## src/hdl/srde_pkg.sv

```systemverilog
package srde_pkg;

	localparam int DEF_MAX_RADIX   = 16;
	localparam int DEF_VALUE_WIDTH = 32;
	localparam int DEF_DIGIT_DEPTH = 32;

	localparam int DIGIT_W     = 4;
	localparam int CHAR_W      = 8;
	localparam int RADIX_W     = 5;
	localparam int ALPHA_SLOTS = 16;
	localparam int CFG_DATA_W  = 64;
	localparam int CFG_ADDR_W  = 5;

	localparam logic [CHAR_W-1:0] CHAR_PLUS  = 8'h2B;
	localparam logic [CHAR_W-1:0] CHAR_MINUS = 8'h2D;
	localparam logic [CHAR_W-1:0] CHAR_NUL   = 8'h00;

	// register slots, taken from paddr[4:3]
	localparam logic [1:0] REG_RADIX    = 2'd0;
	localparam logic [1:0] REG_CHARS_LO = 2'd1;
	localparam logic [1:0] REG_CHARS_HI = 2'd2;

	typedef enum logic [2:0] {
		ST_IDLE,
		ST_DIV,
		ST_SIGN,
		ST_FETCH,
		ST_EMIT,
		ST_ERR
	} srde_state_t;

	// character for one digit value, byte k of the alphabet words
	function automatic logic [CHAR_W-1:0] alpha_char(
		input logic [CFG_DATA_W-1:0] chars_lo,
		input logic [CFG_DATA_W-1:0] chars_hi,
		input logic [DIGIT_W-1:0]    digit
	);
		logic [CFG_DATA_W-1:0] word;
		begin
			word = digit[DIGIT_W-1] ? chars_hi : chars_lo;
			return word[digit[DIGIT_W-2:0]*CHAR_W +: CHAR_W];
		end
	endfunction

endpackage

```

## src/hdl/srde_alpha_check.sv

```systemverilog
module srde_alpha_check
	import srde_pkg::*;
#(
	parameter int MAX_RADIX = DEF_MAX_RADIX
) (
	input  logic [RADIX_W-1:0]    radix_length,
	input  logic [CFG_DATA_W-1:0] chars_lo,
	input  logic [CFG_DATA_W-1:0] chars_hi,
	output logic                  alpha_ok
);

	always_comb begin
		alpha_ok = 1'b1;
		if (radix_length < RADIX_W'(2) || 32'(radix_length) > MAX_RADIX ||
				radix_length > RADIX_W'(ALPHA_SLOTS)) begin
			alpha_ok = 1'b0;
		end
		// forbidden characters and pairwise repeats among the characters in use
		for (int i = 0; i < ALPHA_SLOTS; i++) begin
			if (RADIX_W'(i) < radix_length) begin
				if (alpha_char(chars_lo, chars_hi, DIGIT_W'(i)) == CHAR_NUL ||
						alpha_char(chars_lo, chars_hi, DIGIT_W'(i)) == CHAR_PLUS ||
						alpha_char(chars_lo, chars_hi, DIGIT_W'(i)) == CHAR_MINUS) begin
					alpha_ok = 1'b0;
				end
				for (int j = i + 1; j < ALPHA_SLOTS; j++) begin
					if (RADIX_W'(j) < radix_length &&
							alpha_char(chars_lo, chars_hi, DIGIT_W'(j)) ==
							alpha_char(chars_lo, chars_hi, DIGIT_W'(i))) begin
						alpha_ok = 1'b0;
					end
				end
			end
		end
	end

endmodule

```

## src/hdl/srde_divider.sv

```systemverilog
module srde_divider
	import srde_pkg::*;
#(
	parameter int VALUE_WIDTH = DEF_VALUE_WIDTH
) (
	input  logic                   clk,
	input  logic                   arst_n,
	input  logic                   start,
	input  logic [VALUE_WIDTH-1:0] dividend,
	input  logic [RADIX_W-1:0]     divisor,
	output logic                   done,
	output logic [VALUE_WIDTH-1:0] quotient,
	output logic [DIGIT_W-1:0]     remainder
);

	localparam int CNW = $clog2(VALUE_WIDTH + 1);

	logic [VALUE_WIDTH-1:0] work_q;
	logic [DIGIT_W-1:0]     rem_q;
	logic [RADIX_W-1:0]     div_q;
	logic [CNW-1:0]         cnt_q;
	logic                   busy_q;
	logic                   done_q;
	logic [RADIX_W-1:0]     trial;
	logic                   ge;
	logic [RADIX_W-1:0]     diff;

	// one quotient bit per cycle, restoring
	assign trial = {rem_q, work_q[VALUE_WIDTH-1]};
	assign ge    = trial >= div_q;
	assign diff  = trial - div_q;

	always_ff @(posedge clk or negedge arst_n) begin
		if (!arst_n) begin
			busy_q <= 1'b0;
			done_q <= 1'b0;
			cnt_q  <= '0;
		end else begin
			done_q <= 1'b0;
			if (start) begin
				busy_q <= 1'b1;
				cnt_q  <= CNW'(VALUE_WIDTH);
			end else if (busy_q) begin
				cnt_q <= cnt_q - CNW'(1);
				if (cnt_q == CNW'(1)) begin
					busy_q <= 1'b0;
					done_q <= 1'b1;
				end
			end
		end
	end

	always_ff @(posedge clk) begin
		if (start) begin
			work_q <= dividend;
			rem_q  <= '0;
			div_q  <= divisor;
		end else if (busy_q) begin
			work_q <= {work_q[VALUE_WIDTH-2:0], ge};
			rem_q  <= ge ? diff[DIGIT_W-1:0] : trial[DIGIT_W-1:0];
		end
	end

	assign done      = done_q;
	assign quotient  = work_q;
	assign remainder = rem_q;

endmodule

```

## src/hdl/signed_radix_digit_emitter_core.sv

```systemverilog
// each digit comes from one run of the serial divider, then each character takes a
// digit store read (ST_FETCH) and then an output load (ST_EMIT); an alphabet error
// goes straight to the error result (ST_ERR), with no digits and no sign
// one request in flight at a time; the next is taken once its last character is loaded
// arst_n low clears the sequencer, counters, output valid and the config registers
module signed_radix_digit_emitter_core
	import srde_pkg::*;
#(
	parameter int MAX_RADIX   = DEF_MAX_RADIX,
	parameter int VALUE_WIDTH = DEF_VALUE_WIDTH,
	parameter int DIGIT_DEPTH = DEF_DIGIT_DEPTH
) (
	input  logic                   clk,
	input  logic                   arst_n,
	// apb-style config port
	input  logic                   psel,
	input  logic                   penable,
	input  logic                   pwrite,
	input  logic [CFG_ADDR_W-1:0]  paddr,
	input  logic [CFG_DATA_W-1:0]  pwdata,
	output logic [CFG_DATA_W-1:0]  prdata,
	output logic                   pready,
	// request channel
	input  logic                   in_valid,
	output logic                   in_stall,
	input  logic [VALUE_WIDTH-1:0] number,
	// result channel
	output logic                   out_valid,
	input  logic                   out_stall,
	output logic [CHAR_W-1:0]      text_char,
	output logic                   last_char,
	output logic                   bad_radix
);

	localparam int AW = $clog2(DIGIT_DEPTH);
	localparam int CW = $clog2(DIGIT_DEPTH + 1);

	// config registers
	logic [RADIX_W-1:0]    radix_q;
	logic [CFG_DATA_W-1:0] chars_lo_q;
	logic [CFG_DATA_W-1:0] chars_hi_q;
	logic                  cfg_wr;

	// sequencer
	srde_state_t state_q, state_d;
	logic [CW-1:0]         count_q, count_d;
	logic [CW-1:0]         count_dec;
	logic                  neg_q, neg_d;
	logic                  in_accept;
	logic                  alpha_ok;
	logic [VALUE_WIDTH-1:0] in_mag;
	logic                  slot_free;

	// divider hookup
	logic                   div_start;
	logic                   div_done;
	logic [VALUE_WIDTH-1:0] div_dividend;
	logic [VALUE_WIDTH-1:0] div_quot;
	logic [DIGIT_W-1:0]     div_rem;

	// digit store
	logic [DIGIT_W-1:0] digit_mem [DIGIT_DEPTH];
	logic               wr_en;
	logic [AW-1:0]      wr_addr;
	logic [DIGIT_W-1:0] wr_data;
	logic               rd_en;
	logic [AW-1:0]      rd_addr;
	logic [DIGIT_W-1:0] rd_data_q;

	// output register
	logic              out_valid_q;
	logic              load_out;
	logic [CHAR_W-1:0] out_char_d;
	logic              out_last_d;
	logic              out_bad_d;

	// ---------------- config port ----------------
	assign pready = 1'b1;
	assign cfg_wr = psel & penable & pwrite & pready;

	always_ff @(posedge clk or negedge arst_n) begin
		if (!arst_n) begin
			radix_q    <= '0;
			chars_lo_q <= '0;
			chars_hi_q <= '0;
		end else if (cfg_wr) begin
			unique case (paddr[4:3])
				REG_RADIX:    radix_q    <= pwdata[RADIX_W-1:0];
				REG_CHARS_LO: chars_lo_q <= pwdata;
				REG_CHARS_HI: chars_hi_q <= pwdata;
				default: ;
			endcase
		end
	end

	always_comb begin
		unique case (paddr[4:3])
			REG_RADIX:    prdata = CFG_DATA_W'(radix_q);
			REG_CHARS_LO: prdata = chars_lo_q;
			REG_CHARS_HI: prdata = chars_hi_q;
			default:      prdata = '0;
		endcase
	end

	// ---------------- alphabet validation ----------------
	srde_alpha_check #(
		.MAX_RADIX(MAX_RADIX)
	) u_alpha_check (
		.radix_length(radix_q),
		.chars_lo    (chars_lo_q),
		.chars_hi    (chars_hi_q),
		.alpha_ok    (alpha_ok)
	);

	// ---------------- serial divider, reused for every digit ----------------
	srde_divider #(
		.VALUE_WIDTH(VALUE_WIDTH)
	) u_divider (
		.clk      (clk),
		.arst_n   (arst_n),
		.start    (div_start),
		.dividend (div_dividend),
		.divisor  (radix_q),
		.done     (div_done),
		.quotient (div_quot),
		.remainder(div_rem)
	);

	// unsigned magnitude, so the most negative value stays exact
	assign in_mag       = number[VALUE_WIDTH-1] ? (~number + VALUE_WIDTH'(1)) : number;
	// first division works on the request, later ones on the last quotient
	assign div_dividend = (state_q == ST_IDLE) ? in_mag : div_quot;

	assign in_stall  = (state_q != ST_IDLE);
	assign in_accept = in_valid & ~in_stall;
	assign slot_free = ~out_valid_q | ~out_stall;
	assign count_dec = count_q - CW'(1);

	// ---------------- sequencer state ----------------
	always_ff @(posedge clk or negedge arst_n) begin
		if (!arst_n) begin
			state_q <= ST_IDLE;
			count_q <= '0;
			neg_q   <= 1'b0;
		end else begin
			state_q <= state_d;
			count_q <= count_d;
			neg_q   <= neg_d;
		end
	end

	always_comb begin
		state_d    = state_q;
		count_d    = count_q;
		neg_d      = neg_q;
		div_start  = 1'b0;
		wr_en      = 1'b0;
		wr_addr    = count_q[AW-1:0];
		wr_data    = div_rem;
		rd_en      = 1'b0;
		rd_addr    = count_dec[AW-1:0];
		load_out   = 1'b0;
		out_char_d = CHAR_NUL;
		out_last_d = 1'b0;
		out_bad_d  = 1'b0;
		unique case (state_q)
			ST_IDLE: begin
				if (in_accept) begin
					neg_d   = number[VALUE_WIDTH-1];
					count_d = '0;
					if (!alpha_ok) begin
						// no sign on a rejected alphabet
						state_d = ST_ERR;
					end else if (in_mag == '0) begin
						// zero is a single digit of value zero
						wr_en   = 1'b1;
						wr_addr = '0;
						wr_data = '0;
						count_d = CW'(1);
						state_d = ST_SIGN;
					end else begin
						div_start = 1'b1;
						state_d   = ST_DIV;
					end
				end
			end
			ST_DIV: begin
				if (div_done) begin
					wr_en   = 1'b1;
					count_d = count_q + CW'(1);
					// stop on a zero quotient or a full store
					if (div_quot == '0 || count_q == CW'(DIGIT_DEPTH - 1)) begin
						state_d = ST_SIGN;
					end else begin
						div_start = 1'b1;
					end
				end
			end
			ST_SIGN: begin
				if (!neg_q) begin
					state_d = ST_FETCH;
				end else if (slot_free) begin
					load_out   = 1'b1;
					out_char_d = CHAR_MINUS;
					state_d    = ST_FETCH;
				end
			end
			ST_FETCH: begin
				// most significant digit sits at the top of the store
				rd_en   = 1'b1;
				count_d = count_dec;
				state_d = ST_EMIT;
			end
			ST_EMIT: begin
				if (slot_free) begin
					load_out   = 1'b1;
					out_char_d = alpha_char(chars_lo_q, chars_hi_q, rd_data_q);
					out_last_d = (count_q == '0);
					state_d    = (count_q == '0) ? ST_IDLE : ST_FETCH;
				end
			end
			ST_ERR: begin
				if (slot_free) begin
					load_out   = 1'b1;
					out_last_d = 1'b1;
					out_bad_d  = 1'b1;
					state_d    = ST_IDLE;
				end
			end
			default: state_d = ST_IDLE;
		endcase
	end

	// ---------------- digit store ----------------
	always_ff @(posedge clk) begin
		if (wr_en) begin
			digit_mem[wr_addr] <= wr_data;
		end
	end

	always_ff @(posedge clk) begin
		if (rd_en) begin
			rd_data_q <= digit_mem[rd_addr];
		end
	end

	// ---------------- output register ----------------
	always_ff @(posedge clk or negedge arst_n) begin
		if (!arst_n) begin
			out_valid_q <= 1'b0;
		end else if (load_out) begin
			out_valid_q <= 1'b1;
		end else if (!out_stall) begin
			out_valid_q <= 1'b0;
		end
	end

	always_ff @(posedge clk) begin
		if (load_out) begin
			text_char <= out_char_d;
			last_char <= out_last_d;
			bad_radix <= out_bad_d;
		end
	end

	assign out_valid = out_valid_q;

	// ---------------- assertions ----------------
	// a held result is never overwritten by the sequencer
	a_no_overwrite: assert property (@(posedge clk) disable iff (!arst_n)
		load_out |-> (!out_valid_q || !out_stall))
		else $error("output register loaded while a result is held");

	// an error result is a lone, final, empty character
	a_err_shape: assert property (@(posedge clk) disable iff (!arst_n)
		(out_valid && bad_radix) |-> (last_char && text_char == CHAR_NUL))
		else $error("malformed error result");

	// digit count stays within the store
	a_count_range: assert property (@(posedge clk) disable iff (!arst_n)
		count_q <= CW'(DIGIT_DEPTH))
		else $error("digit count past store depth");

	// divider results only arrive while the sequencer waits for them
	a_div_done_state: assert property (@(posedge clk) disable iff (!arst_n)
		div_done |-> (state_q == ST_DIV))
		else $error("divider done outside the divide phase");

	// a new request is only taken with nothing left to send
	a_accept_clean: assert property (@(posedge clk) disable iff (!arst_n)
		in_accept |-> (count_q == '0))
		else $error("request taken with digits still stored");

endmodule

```

## config.mk

```make
export PLATFORM = sky130hd
export DESIGN_NAME = signed_radix_digit_emitter_core
export DESIGN_NICKNAME = d
export VERILOG_FILES = /design/src/hdl/srde_pkg.sv /design/src/hdl/srde_alpha_check.sv /design/src/hdl/srde_divider.sv /design/src/hdl/signed_radix_digit_emitter_core.sv
export SDC_FILE = /design/constraint.sdc
export NUM_CORES = 1
export LEC_CHECK = 0
export BUFFER_PORTS_ARGS = -buffer_cell sky130_fd_sc_hd__clkbuf_2
export CAP_MARGIN = 20
export CORE_AREA = 5 5 278 280
export CTS_CLUSTER_DIAMETER = 200
export DETAILED_ROUTE_END_ITERATION = 8
export DIE_AREA = 0 0 283 285
export PLACE_DENSITY_LB_ADDON = 0.2
export SETUP_SLACK_MARGIN = 0.15
export SLEW_MARGIN = 10
export SYNTH_ARGS = -nofsm -noshare
export SYNTH_HDL_FRONTEND = slang
export SYNTH_SLANG_ARGS = --single-unit
```

## constraint.sdc

```tcl
create_clock -name clk -period 3.6 [get_ports clk]
set_input_delay 0.54 -clock clk [delete_from_list [all_inputs] [get_ports clk]]
set_output_delay 0.54 -clock clk [all_outputs]
set_load 0.005 [all_outputs]
```

Yosys cells after proc, flatten, opt, wreduce, memory -nomap -nowiden
Memories as Yosys holds them, arrays and structs flattened. A register that Yosys moved wholly into a read port is not among the register bits.
Cells that the tools add are included.
Storage, ports and cells
  bits in registers: 203
  memory bits (writable): 128
  output and inout port bits: 77
  logic and storage cells: 624
  memories: 1
Memory list
  digit_mem: depth 32, bits a word 4, read ports 1, clocked after memory_dff 1, write ports 1, line signed_radix_digit_emitter_core.sv:62  | logic [DIGIT_W-1:0] digit_mem [DIGIT_DEPTH];
Operators by class
  add/subtract/negate cells: 5
  order comparisons: 20
  eq/ne operators: 169
  shift-type cells: 1
  multiplexer cells: 217
  bitwise logic cells: 8
  reduce and logical (&&, ||, !) cells: 187
Operators with widths (number)
  8-bit equality test: 120
  8-bit by 6-bit equality test with 1-bit output, second input constant: 32
  64-bit case mux with 3 select lines: 1
  1-bit 2-to-1 mux: 178
  8-bit zero test: 16
  32-bit 2-to-1 mux: 4
  1-bit logical AND: 120
  32-bit zero test: 2
  64-bit 2-to-1 mux: 1
  64-bit by 7-bit indexed part select with 8-bit output: 1
  4-bit by 5-bit less-than comparator with 1-bit output, first input constant: 8
  6-bit 2-to-1 mux: 6
  1-bit logical OR: 35
  32-bit by 1-bit adder with 32-bit output, second input constant: 1
  32-bit NOT: 1
  3-bit 2-to-1 mux: 8
  3-bit by 5-bit less-than comparator with 1-bit output, first input constant: 4
  4-bit 2-to-1 mux: 5
  5-bit 2-to-1 mux: 4
  3-bit case mux with 6 select lines: 1
  6-bit case mux with 3 select lines: 1
  8-bit case mux with 2 select lines: 1
  6-bit by 1-bit subtractor with 6-bit output, second input constant: 2
  5-bit greater-than comparator, second input constant: 2
  other kinds (31): 53

Logic depth before layout (Yosys ltp)
Gate-level depths: netlist (run 1).
  depth in word-level cells: 161
  mapped depth: 13
  gate-level depth less buffers: 12

Hierarchy
Synthesis (run 1) repeated with hierarchy kept, for this count alone.
Second synthesis, totals
  cell total of the unflattened synthesis: 3012
  area, all modules: 30031.3 um^2
By module, submodules not included
  signed_radix_digit_emitter_core: times used 1, cells each 1100, area an instance 14736.6 um^2
  srde_alpha_check: times used 1, cells each 1750, area an instance 13001.2 um^2
  srde_divider: times used 1, cells each 162, area an instance 2293.4 um^2

Worst setup path before layout (run 1)
Ideal clock, no wire load.
  path type: input port to flip-flop
  from: in number[1]
  to: mem digit_mem[0][1], data pin
  library setup time: 342 ps
  arrival: 3649 ps
  data required time: 3258 ps
  setup slack: -391 ps
  stages: 12
  path buffers: 0
  cells stage by stage: inv_1 > ha_1 > nor4b_2 > nand3_2 > or3_1 > or3_4 > nand2b_1 > o21ai_1 > a32oi_2 > or4b_4 > nor4_4 > nor2b_1
Between the ends
  cells in the longest elaborated chain, start to end: 8
RTL lines
  start: declaration: line signed_radix_digit_emitter_core.sv:26  | input logic [VALUE_WIDTH-1:0] number,
  32-bit NOT: line signed_radix_digit_emitter_core.sv:130  | assign in_mag = number[VALUE_WIDTH-1] ? (~number + VALUE_WIDTH'(1)) : number;
  32-bit by 1-bit adder with 32-bit output: line signed_radix_digit_emitter_core.sv:130
  32-bit 2-to-1 mux *: line signed_radix_digit_emitter_core.sv:130
  32-bit zero test *: line signed_radix_digit_emitter_core.sv:174  | end else if (in_mag == '0) begin
  4-bit 2-to-1 mux *: line signed_radix_digit_emitter_core.sv:174
  4-bit 2-to-1 mux *: line signed_radix_digit_emitter_core.sv:171  | if (!alpha_ok) begin
  4-bit 2-to-1 mux *: line signed_radix_digit_emitter_core.sv:168  | if (in_accept) begin
  4-bit 2-to-1 mux *: line signed_radix_digit_emitter_core.sv:166  | unique case (state_q)
  via wr_data[1]: line signed_radix_digit_emitter_core.sv:65  | logic [DIGIT_W-1:0] wr_data;
  end: declaration: line signed_radix_digit_emitter_core.sv:62
The timed path passes the listed nets; every way through them passes the cells marked *.

Final worst setup path (run 1)
  from: reg radix_q[1]
  to: reg u_divider.work_q[16] (netlist: u_divider.quotient[16]), data pin
Between the ends
  cells in the longest elaborated chain, start to end: 160
  elaborated cells on any way between the ends: 298
  classes of those cells: order compare: 19; mux: 157; reduce/logical: 122
RTL lines
  start: declaration: line signed_radix_digit_emitter_core.sv:39  | logic [RADIX_W-1:0] radix_q;
  start signal: assignment: line signed_radix_digit_emitter_core.sv:88  | REG_RADIX: radix_q <= pwdata[RADIX_W-1:0];
  5-bit by 2-bit less-than comparator with 1-bit output / 5-bit greater-than comparator (equally long branches): line srde_alpha_check.sv:14, srde_alpha_check.sv:15
  1-bit logical OR (2 in a row): line srde_alpha_check.sv:14  | if (radix_length < RADIX_W'(2) || 32'(radix_length) > MAX_RADIX ||
  1-bit 2-to-1 mux: line srde_alpha_check.sv:14
  1-bit 2-to-1 mux: line srde_alpha_check.sv:21  | if (alpha_char(chars_lo, chars_hi, DIGIT_W'(i)) == CHAR_NUL ||
  1-bit 2-to-1 mux (15 in a row): line srde_alpha_check.sv:27  | if (RADIX_W'(j) < radix_length &&
  1-bit 2-to-1 mux: line srde_alpha_check.sv:20  | if (RADIX_W'(i) < radix_length) begin
  1-bit 2-to-1 mux: line srde_alpha_check.sv:21
  1-bit 2-to-1 mux (14 in a row): line srde_alpha_check.sv:27
  [116 not listed]
  1-bit 2-to-1 mux: line srde_alpha_check.sv:27
  1-bit 2-to-1 mux: line srde_alpha_check.sv:20
  1-bit 2-to-1 mux: line srde_alpha_check.sv:21
  1-bit 2-to-1 mux *: line srde_alpha_check.sv:20
  1-bit 2-to-1 mux *: line signed_radix_digit_emitter_core.sv:171
  1-bit 2-to-1 mux *: line signed_radix_digit_emitter_core.sv:168
  1-bit case mux with 2 select lines *: line signed_radix_digit_emitter_core.sv:166
  32-bit 2-to-1 mux *: line srde_divider.sv:54  | if (start) begin
  end signal: assignment: line srde_divider.sv:55  | work_q <= dividend;
  end signal: assignment: line srde_divider.sv:59  | work_q <= {work_q[VALUE_WIDTH-2:0], ge};
  end: declaration: line srde_divider.sv:18  | logic [VALUE_WIDTH-1:0] work_q;
Every way passes the cells marked *; elsewhere a longest branch is shown, timed or not.
A chain may end at the register's enable or synchronous reset.

==> reports/results.ini, run 1 <==
[outcome]
status=complete, but fails checks
violations=negative setup slack

[floorplanning]
die_h_um=285
chipWidth_um=283
pin_count=185
core_um2=74200
die_area_um2=80660
rows=100
start_util_pct=39.69

[drt]
routed_wl_mm=137.0
first_pass_iters=5
num_vias=27318
drc=0
drt-wirelength-per-cell_um=29.86
drtIter0Drc=3000
ant_nets=0
vias_per_cell=5.954

[timing]
timing.fmax_ghz=0.2557
finalWorstSetupSlack_ns=-0.3110
slew_headroom_pct=32.27
finalMaxSlewViolations=0
setup_viol=201
min_period_ns=3.911
fin_skew_ns=0.02166
fin_crit_sh_pct=108.6
tightest_slew_ns=1.016
rsz0062_at_grt=true
final_hold_viol_count=0

[yosys]
yosysTopAreaCell=xnor2_1
netlist_instances=2904
post-synth-top-count-cell=xnor2_1
ys_top_cells_by_count=xnor2_1, xor2_1, buf_2
yosysWarnings=0
ys_ff_latch=335
syn-num-nets=3024
synth_cell_types=81
syn_avg_cell_area_um2=10.14
synth_edf_count=179
syn_area_um2=29450
synth_area_leaders=xnor2_1, edfxtp_1, dfrtp_1
synth-async-reset-ratio_pct=45.37
synthFlopType=edfxtp_1
yosysTopAreaCellShare_pct=20.07
synth-seq-area-share_pct=31.44

[clocking]
htreeDepth=2
postCtsHoldBufs=0
cts_made_buffers=40
cts_max_path_buffers=3
root_buffer=clkbuf_16
cts_tree=done
clk_latency_ns=0.60
clk_pin_slew_worst_paths_ns=0.06
cts_sinks=335

[global_route]
grt_remaining_overflow=0
grt_pass1_wl_mm=197.0
antenna_found_initial=1
grt_pass1_vias=27528
grt_max_degree=91
track_usage_pct=32.57

[worst_setup_path]
crit_top_cell=buf_4
critical-path-top-delay-family=buffers and inverters
arrival_ns=4.26
cp_max_fo=8
slowest_stage=a2111oi_4
required_ns=3.95
cp.buffers_inverters=8
path_class=register to register
cp-end-kind=register
cp_cell_sequence=buf_6 -> o21a_1 -> nor2_2 -> buf_4 -> buf_4 -> nor3_1 -> buf_4 -> nor2_2 -> nand4_1 -> a2111oi_4 -> nand4_1 -> buf_6 -> o41ai_4 -> buf_4 -> buf_6 -> buf_16 -> mux2_1
crit_path_start_kind=register
rrSetupSlack_ns=-0.31
cp_slowest_stage_delay_ns=0.46

[placed_design]
globalplace.congestion=1.034
placed_area_um2=37380
dpl_worst_slack_ns=-0.8593
io_buffers=180
place_hpwl_mm=101.9

[pwr]
power.density_nw_per_um2=724.6
vdd_drop_max_mv=0.4588
power.leakage_nw=15.51

[final_layout]
area_growth_pct=35.81
layout-drive-gt1-share_pct=37.30
finalInstanceArea_um2=40000
postLayoutCoreUtil_pct=53.91
diodes=0
fin_nets=3710

[worst_hold_path]
hold_path_class=input port to async pin

[run]
cap_violations=0

placed cells by master (no fill, tap or decap), types with 12 or more instances in the layout:
master / count
buf_4: 613
nor4_2: 12
mux2_1: 17
mux2_2: 137
dfrtp_1: 144
nor3_1: 95
a21oi_1: 24
edfxtp_1: 179
mux2i_1: 16
inv_1: 29
o21ai_0: 39
nand2_1: 56
clkbuf_2: 179
nor2_1: 70
nand4_1: 164
a22o_1: 60
nor4_1: 103
nand3_1: 50
buf_6: 21
clkbuf_16: 43
mux2_4: 12
mux4_2: 80
xor2_1: 341
nor2b_1: 12
or4_1: 17
or3_1: 16
xnor2_1: 674
a31oi_1: 33
buf_12: 163
flip-flops by register name, indices dropped and copies added, names as in the netlist:
signal and count:
neg_q 1, out_valid 1, last_char 1, u_divider.quotient 32, u_divider.busy_q 1, state_q 3
u_divider.remainder 4, text_char 8, u_divider.done 1, digit_mem 128, radix_q 5, chars_hi_q 64
u_divider.div_q 5, count_q 6, chars_lo_q 64, u_divider.cnt_q 6, rd_data_q 4, bad_radix 1
through the flow:
stage / hold slack, ns / TNS, ns / total power [mW] / cells
final: 0.03123 / -32.48 / 28.98 / 4588
after global routing: 0.09703 / -48.15 / 30.13 / 4588
after CTS: 0.04792 / -10.47 / 28.34 / 4538
after detailed placement: 0.5118 / -130.71 / 23.52 / 4434
after global placement: 0.5019 / -95.90 / 23.28 / 4434
after floorplan: 0.2444 / -30.30 / 15.70 / 2904
area by class of cell:
cell class	count	area, um^2
Sequential cell	335	9269
Inverter	29	108.9
Fill cell	6555	34200
Timing Repair Buffer	986	9243
Multi-Input combinational cell	2198	18860
Clock inverter	17	198.9
Clock buffer	54	1105
Tap cell	969	1212
power breakdown:
group | switching [mW] | total, mW | internal [mW]
Clock | 1.74 | 4.07 | 2.32
Combinational | 9.77 | 18.9 | 9.12
Sequential | 0.867 | 6.02 | 5.16
Total | 12.4 | 29.0 | 16.6
worst reg2reg max path: cells and delay by family (launching register included):
family          cells  cell delay [ns]
flops               1             0.45
buf+inv             8             1.17
simple gates        5             0.75
mux                 1             0.31
compound gates      3             0.99
what timing repair did:
item                       CTS  global route
resized for setup           71            26
pin swaps                   24            17
setup endpoints to repair  215           213
setup buffers               20            46
cloned                      13             4
cells by family after synthesis:
family          synth area share [%]
other cells                  0.01273
flops                          31.44
fa+ha+maj                     0.5353
buf+inv                        6.096
mux                            13.01
simple gates                   12.67
compound gates                 6.028
xor+xnor                       30.21
routing by layer:
layer  GRT usage [%]  routed length (um)
met1           43.58               56100
met5               0                  13
met3           6.166               11920
met4           14.38                7489
met2           51.67               61490
worst paths after layout:
check	start	endpoint	depth (start not counted)
hold reg to reg	u_divider.cnt_q[5]	u_divider.cnt_q[5]	2
min in group clk	pwdata[57]	chars_lo_q[57]	3
setup / recovery	radix_q[1]	u_divider.quotient[16]	17
setup reg to reg	radix_q[1]	u_divider.quotient[16]	17
max in group asynchronous	arst_n	chars_hi_q[55]	2
hold / removal	arst_n	chars_lo_q[22]	1
Note: power is estimated with default switching activity, not from simulation.
==> run 2, diff against run 1 <==
Settings changed: RECOVER_POWER set to 25.
Clock period 3.6 ns to 4.2 ns, I/O delays scaled along.
==> run 2 against run 1 <==
Compared with the run above: the run ends with max-capacitance violations, max-slew violations left; power is 20% lower; fmax is 6.6% lower; clock power is 6.6% lower; critical endpoint is now u_divider.quotient[28]; largest cell class unchanged.
==> reports/results.ini, run 2 (synthesis gave the netlist of run 1 again) <==
[clocking]
cts_max_path_buffers=3  ; unchanged
htreeDepth=2  ; unchanged
clk_pin_slew_worst_paths_ns=0.06  ; about the same
cts_tree=done
clk_latency_ns=0.61  ; about the same
postCtsHoldBufs=0  ; unchanged
cts_sinks=335  ; unchanged
root_buffer=clkbuf_16
cts_made_buffers=38  ; -5.0%

[pwr]
power.density_nw_per_um2=632.8  ; -13%
switching_share_pct=43.33  ; +0.61 points
clkPwrFrac_pct=16.5  ; +2.5 points
power.leakage_nw=13.58  ; -12%
vdd_drop_max_mv=0.3011  ; -34%
p_total_mw=23.11  ; -20%
power.switching_mw=10.02  ; -19%
p_seq_share_pct=24.2  ; +3.4 points
pwr-share-comb_pct=59.3  ; -5.9 points
p_int_mw=13.10  ; -21%

[global_route]
grt_remaining_overflow=0  ; unchanged
grt_pass1_vias=26013  ; -5.5%
grt_max_degree=88  ; -3.3%
track_usage_pct=30.41  ; -2.2 points
top_usage_layer=met2
grt_pass1_wl_mm=184.6  ; -6.3%
antenna_found_initial=2  ; +1
grt.met1_usage_pct=40.60  ; -3.0 points
use_met2_pct=47.94  ; -3.7 points
met3_usage_pct=5.615  ; -0.55 points

[worst_setup_path]
cp_cell_sequence=buf_12 -> nor2_2 -> a21o_4 -> nor3_1 -> buf_4 -> a311oi_2 -> buf_4 -> a31o_1 -> nand4_1 -> a2111oi_4 -> nand4_1 -> buf_12 -> buf_6 -> o41ai_4 -> buf_6 -> buf_16 -> mux2_1
cp.buffers_inverters=7  ; -1
slowest_stage=dfrtp_2
cp-end-kind=register
critical-path-top-delay-family=compound AO/OA/AOI/OAI gates
crit_path_start_kind=register
cp_max_fo=16  ; +8
cp_slowest_stage_delay_ns=0.43  ; -0.03 ns
required_ns=4.54  ; +0.59 ns
arrival_ns=4.53  ; +0.27 ns
path_class=register to register

[floorplanning]
die_area_um2=80660  ; unchanged
core_um2=74200  ; unchanged
chipWidth_um=283  ; unchanged
rows=100  ; unchanged
start_util_pct=39.69  ; unchanged
pin_count=185  ; unchanged
die_h_um=285  ; unchanged

[final_layout]
postLayoutCoreUtil_pct=49.23  ; -4.7 points
fin_nets=3399  ; -8.4%
largest_reg_flops=128  ; unchanged
mostFrequentLayoutCell=xnor2_1
top_register=digit_mem
layout-drive-gt1-share_pct=32.46  ; -4.8 points
area_growth_pct=24.02
most-common-layout-cells=xnor2_1, buf_4, xor2_1, clkbuf_2, edfxtp_1
largestRegisters=digit_mem x128, chars_hi_q x64, chars_lo_q x64
finalInstanceArea_um2=36530  ; -8.7%

[timing]
rsz0062_at_grt=true
finalMaxSlewViolations=66  ; +66
finalWorstSetupSlack_ns=0.01197  ; +0.3230 ns
slew_headroom_pct=-28.39  ; -61 points
setup_viol=0  ; -100%
fin_skew_ns=0.03114  ; +0.009480 ns
timing.fmax_ghz=0.2388  ; -6.6%
fin_crit_sh_pct=99.71  ; -8.9 points
min_period_ns=4.188  ; +0.2770 ns
whs_ns=0.2666  ; +0.2354 ns
final_hold_viol_count=0  ; unchanged
tightest_slew_ns=1.926  ; +0.9098 ns

[drt]
routed_wl_mm=128.4  ; -6.3%
drc=0  ; unchanged
drt-wirelength-per-cell_um=30.01  ; +0.48%
num_vias=26337  ; -3.6%
first_pass_iters=7  ; +2
vias_per_cell=6.155  ; +3.4%
ant_nets=0  ; unchanged
drtIter0Drc=3061  ; +2.0%

[outcome]
violations=max-capacitance violations, max-slew violations
status=complete, but fails checks

[worst_hold_path]
hold_path_class=input port to register

[placed_design]
globalplace.congestion=1.018  ; -1.5%
placed_area_um2=34270  ; -8.3%
dpl_worst_slack_ns=-0.3913  ; +0.4679 ns
place_hpwl_mm=93.56  ; -8.2%
io_buffers=180  ; unchanged

[run]
cap_violations=1  ; +1

[run 2: cell types whose count changed in the layout (fill, tap and decap cells not counted), sizes merged]
cell      previous run  this run
clkinv              14         9
bufinv               2         7
clkbuf             235       232
inv                 30        32
buf                805       499
clkinvlp             0         2
nor2b               23        20
nor2                77        75
diode                0         1
[run 2: layer usage]
layer / up-vias / part of all wire (%)
met2: 1629 / 44
met4: 2 / 5.8
met1: 13240 / 40
met3: 401 / 9.5
met5: - / 0.0093
li1: 11065 / -
[run 2: per-stage QoR]
stage / setup TNS, ns / instances
finish: 0 / 4279
global route: -0.1128 / 4279
CTS: 0 / 4248
detailed placement: -65.62 / 4160
global placement: -45.30 / 4160
floorplan: 0 / 2904
[run 2: layout make-up]
cell class / count / area [um^2]
Sequential cell: 335 / 9296
Clock buffer: 49 / 1064
Fill cell: 6752 / 37670
Timing Repair Buffer: 682 / 5733
Clock inverter: 21 / 365.4
Tap cell: 969 / 1212
Inverter: 29 / 108.9
Antenna cell: 1 / 2.502
Multi-Input combinational cell: 2193 / 18750
[run 2: worst paths after layout]
path,startpoint,end,slack [ns],cells after the start
setup reg to reg,radix_q[3],u_divider.quotient[28],0.01,17
hold / removal,pwdata[15],chars_lo_q[15],0.27,2
min in group asynchronous,arst_n,chars_lo_q[16],0.52,1
setup / recovery,radix_q[3],u_divider.quotient[28],0.01,17
hold reg to reg,count_q[5],count_q[5],0.54,1
max in group asynchronous,arst_n,chars_hi_q[49],2.30,2
[run 2: power groups by stage]
stage | clock network, mW | registers (mW) | logic [mW]
2_1_floorplan | 0 | 4.71 | 8.71
3_3_place_gp | 0 | 5.58 | 12.7
3_5_place_dp | 0 | 5.59 | 12.9
4_1_cts | 3.89 | 5.54 | 13.1
5_1_grt | 4.01 | 5.66 | 14.4
6_report | 3.80 | 5.60 | 13.7
[run 2: timing repair]
action                                  CTS  global route
cloned                                    1             5
gates resized for setup                  47            63
buffers inserted                         17            25
pin swaps                                12            12
endpoints found under the setup margin  215           213
==> run 3, diff against run 2 <==
Settings changed: CTS_BUF_LIST set to sky130_fd_sc_hd__clkbuf_8, GPL_TIMING_DRIVEN set to 0, REMOVE_ABC_BUFFERS set to 1.
==> run 3 against run 2 <==
Compared with the run above: the run now ends clean; sequential share of layout area rose by 1.2 points; clock skew up 0.025 ns; clock power fell by 15%; die area is the same; fmax increased by 1.6%; largest cell class unchanged.
==> reports/results.ini, run 3 (synthesis gave the netlist of run 1 again) <==
[outcome]
status=complete, no violations

[final_layout]
layout-drive-gt1-share_pct=29.22  ; -3.2 points
final_cell_count_no_fill=4081  ; -4.6%
largest_reg_flops=128  ; unchanged
multiInputGateArea_um2=18690  ; -0.31%
ff_latch_area_um2=9464  ; +1.8%
area_growth_pct=20.73
fin_nets=3182  ; -6.4%
top_register=digit_mem
largestRegisters=digit_mem x128, chars_hi_q x64, chars_lo_q x64
fillers=6699  ; -0.78%
most-common-layout-cells=xnor2_1, xor2_1, edfxtp_1, clkbuf_2, nand4_1
mostFrequentLayoutCell=xnor2_1

[global_route]
grt_pass1_vias=25133  ; -3.4%
antenna_found_initial=3  ; +1
track_usage_pct=26.92  ; -3.5 points
grt_max_degree=93  ; +5.7%
grt_remaining_overflow=0  ; unchanged
grt_pass1_wl_mm=166.7  ; -9.7%

[worst_setup_path]
required_ns=4.65  ; +0.11 ns
cp_slowest_stage_delay_ns=0.68  ; +0.25 ns
cp-end-kind=register
arrival_ns=4.57  ; +0.04 ns
reg2regPathDepth=14  ; -3
slowest_stage=or4_4
cp_cell_sequence=buf_2 -> a21oi_4 -> buf_8 -> nor3_1 -> a31oi_1 -> o311ai_0 -> a311oi_1 -> a31oi_2 -> or4_4 -> o41ai_4 -> buf_4 -> buf_8 -> buf_12 -> mux2_2
crit_end=u_divider.quotient[31]
crit_top_cell=buf_8
crit_path_start_kind=register
r2r-start=radix_q[3]
cp_max_fo=10  ; -6
path_class=register to register
r2r_end=u_divider.quotient[31]
rrSetupSlack_ns=0.08  ; +0.07 ns
crit_path_start=radix_q[3]

[floorplanning]
core_um2=74200  ; unchanged
die_h_um=285  ; unchanged
pin_count=185  ; unchanged
rows=100  ; unchanged
chipWidth_um=283  ; unchanged
die_area_um2=80660  ; unchanged
start_util_pct=39.69  ; unchanged

[timing]
rsz0062_at_grt=true
timing.fmax_ghz=0.2427  ; +1.6%
tns_ns=0  ; unchanged
slew_headroom_pct=19.82  ; +48 points
final_hold_viol_count=0  ; unchanged
min_period_ns=4.121  ; -0.06714 ns
whs_ns=0.1416  ; -0.1250 ns
fin_crit_sh_pct=98.12  ; -1.6 points
tightest_slew_ns=1.203  ; -0.7232 ns
finalMaxSlewViolations=0  ; -100%
fin_skew_ns=0.05634  ; +0.02520 ns
setup_viol=0  ; unchanged

[clocking]
cts_tree=done
cts_sinks=335  ; unchanged
cts_made_buffers=57  ; +50%
cts_max_path_buffers=3  ; unchanged
clk_latency_ns=0.71  ; +0.10 ns
htreeDepth=2  ; unchanged
clk_pin_slew_worst_paths_ns=0.06  ; about the same
root_buffer=clkbuf_8

[pwr]
vdd_drop_max_mv=0.3410  ; +13%
power.density_nw_per_um2=617.8  ; -2.4%
p_total_mw=21.97  ; -5.0%
power.leakage_nw=12.67  ; -6.8%

[drt]
first_pass_iters=6  ; -1
vias_per_cell=6.119  ; -0.59%
drt-wirelength-per-cell_um=28.45  ; -5.2%
routed_wl_mm=116.1  ; -9.6%
drtIter0Drc=2408  ; -21%
drc=0  ; unchanged
ant_nets=0  ; unchanged
num_vias=24970  ; -5.2%

[worst_hold_path]
hold_path_depth=3  ; +1
hold_path_class=input port to register

[placed_design]
dp_cells=3815  ; -8.3%
globalplace.congestion=0.9782  ; -3.9%
place_hpwl_mm=78.28  ; -16%
io_buffers=180  ; unchanged

[run]
cap_violations=0  ; -1

## run 3: where the power goes
group / internal (mW) / switching, mW
sequential: 4.46 / 2.47
combinational: 6.15 / 5.67
clock: 1.74 / 1.47
## run 3: worst max-delay path: cells and delay by family, from the launching register on
kind	cells	cell delay, ns
AOI/OAI and AO/OA	6	1.37
buffers and inverters	5	0.87
and+or+nand+nor	2	0.77
DFF	1	0.52
muxes	1	0.33
## run 3: final cells by class
cell class                 count  area share, %
tap                          969          3.410
clock buffer                  65          2.516
multi-input combinational   2190          52.55
timing repair buffer         449          13.62
inverter                      29         0.3061
sequential                   335          26.62
antenna                        1       0.007038
clock inverter                43         0.9747
## run 3: per-layer routing
metal | routed length, um | track usage (%) | share of wire [%] | vias up
met3 | 9665 | 5.823 | 8.3 | 440
li1 | - | - | - | 10645
met2 | 55550 | 46.06 | 48 | 1334
met5 | 8 | 0 | 0.0069 | -
met4 | 7565 | 13.77 | 6.5 | 2
met1 | 43300 | 32.01 | 37 | 12549
## run 3: timing repair
action,CTS,global route
setup endpoints to repair,217,180
cloned,1,3
gates resized for setup,109,79
pin swaps,14,15
hold buffers,1,0
buffers inserted,46,100
endpoints found under the hold margin,60,0
## run 3: worst min-delay path by stage
stage                      startpoint                      to
3_5_place_dp   u_divider.remainder[3]  u_divider.remainder[3]
2_1_floorplan                  arst_n           chars_hi_q[0]
4_1_cts                    pwdata[57]          chars_lo_q[57]
5_1_grt                    pwdata[18]          chars_lo_q[18]
3_3_place_gp   u_divider.remainder[3]  u_divider.remainder[3]
6_report                   pwdata[57]          chars_lo_q[57]
## run 3: per-stage QoR
step                utilization (%)  setup WS, ns  area [um^2]
global placement              40.27        -6.381        29880
detailed placement            43.52        -2.462        32290
floorplan                         -        -1.996        27770
finish                        47.92       0.07911        35560
global route                  47.92       0.03058        35560
CTS                           46.21        0.1591        34290
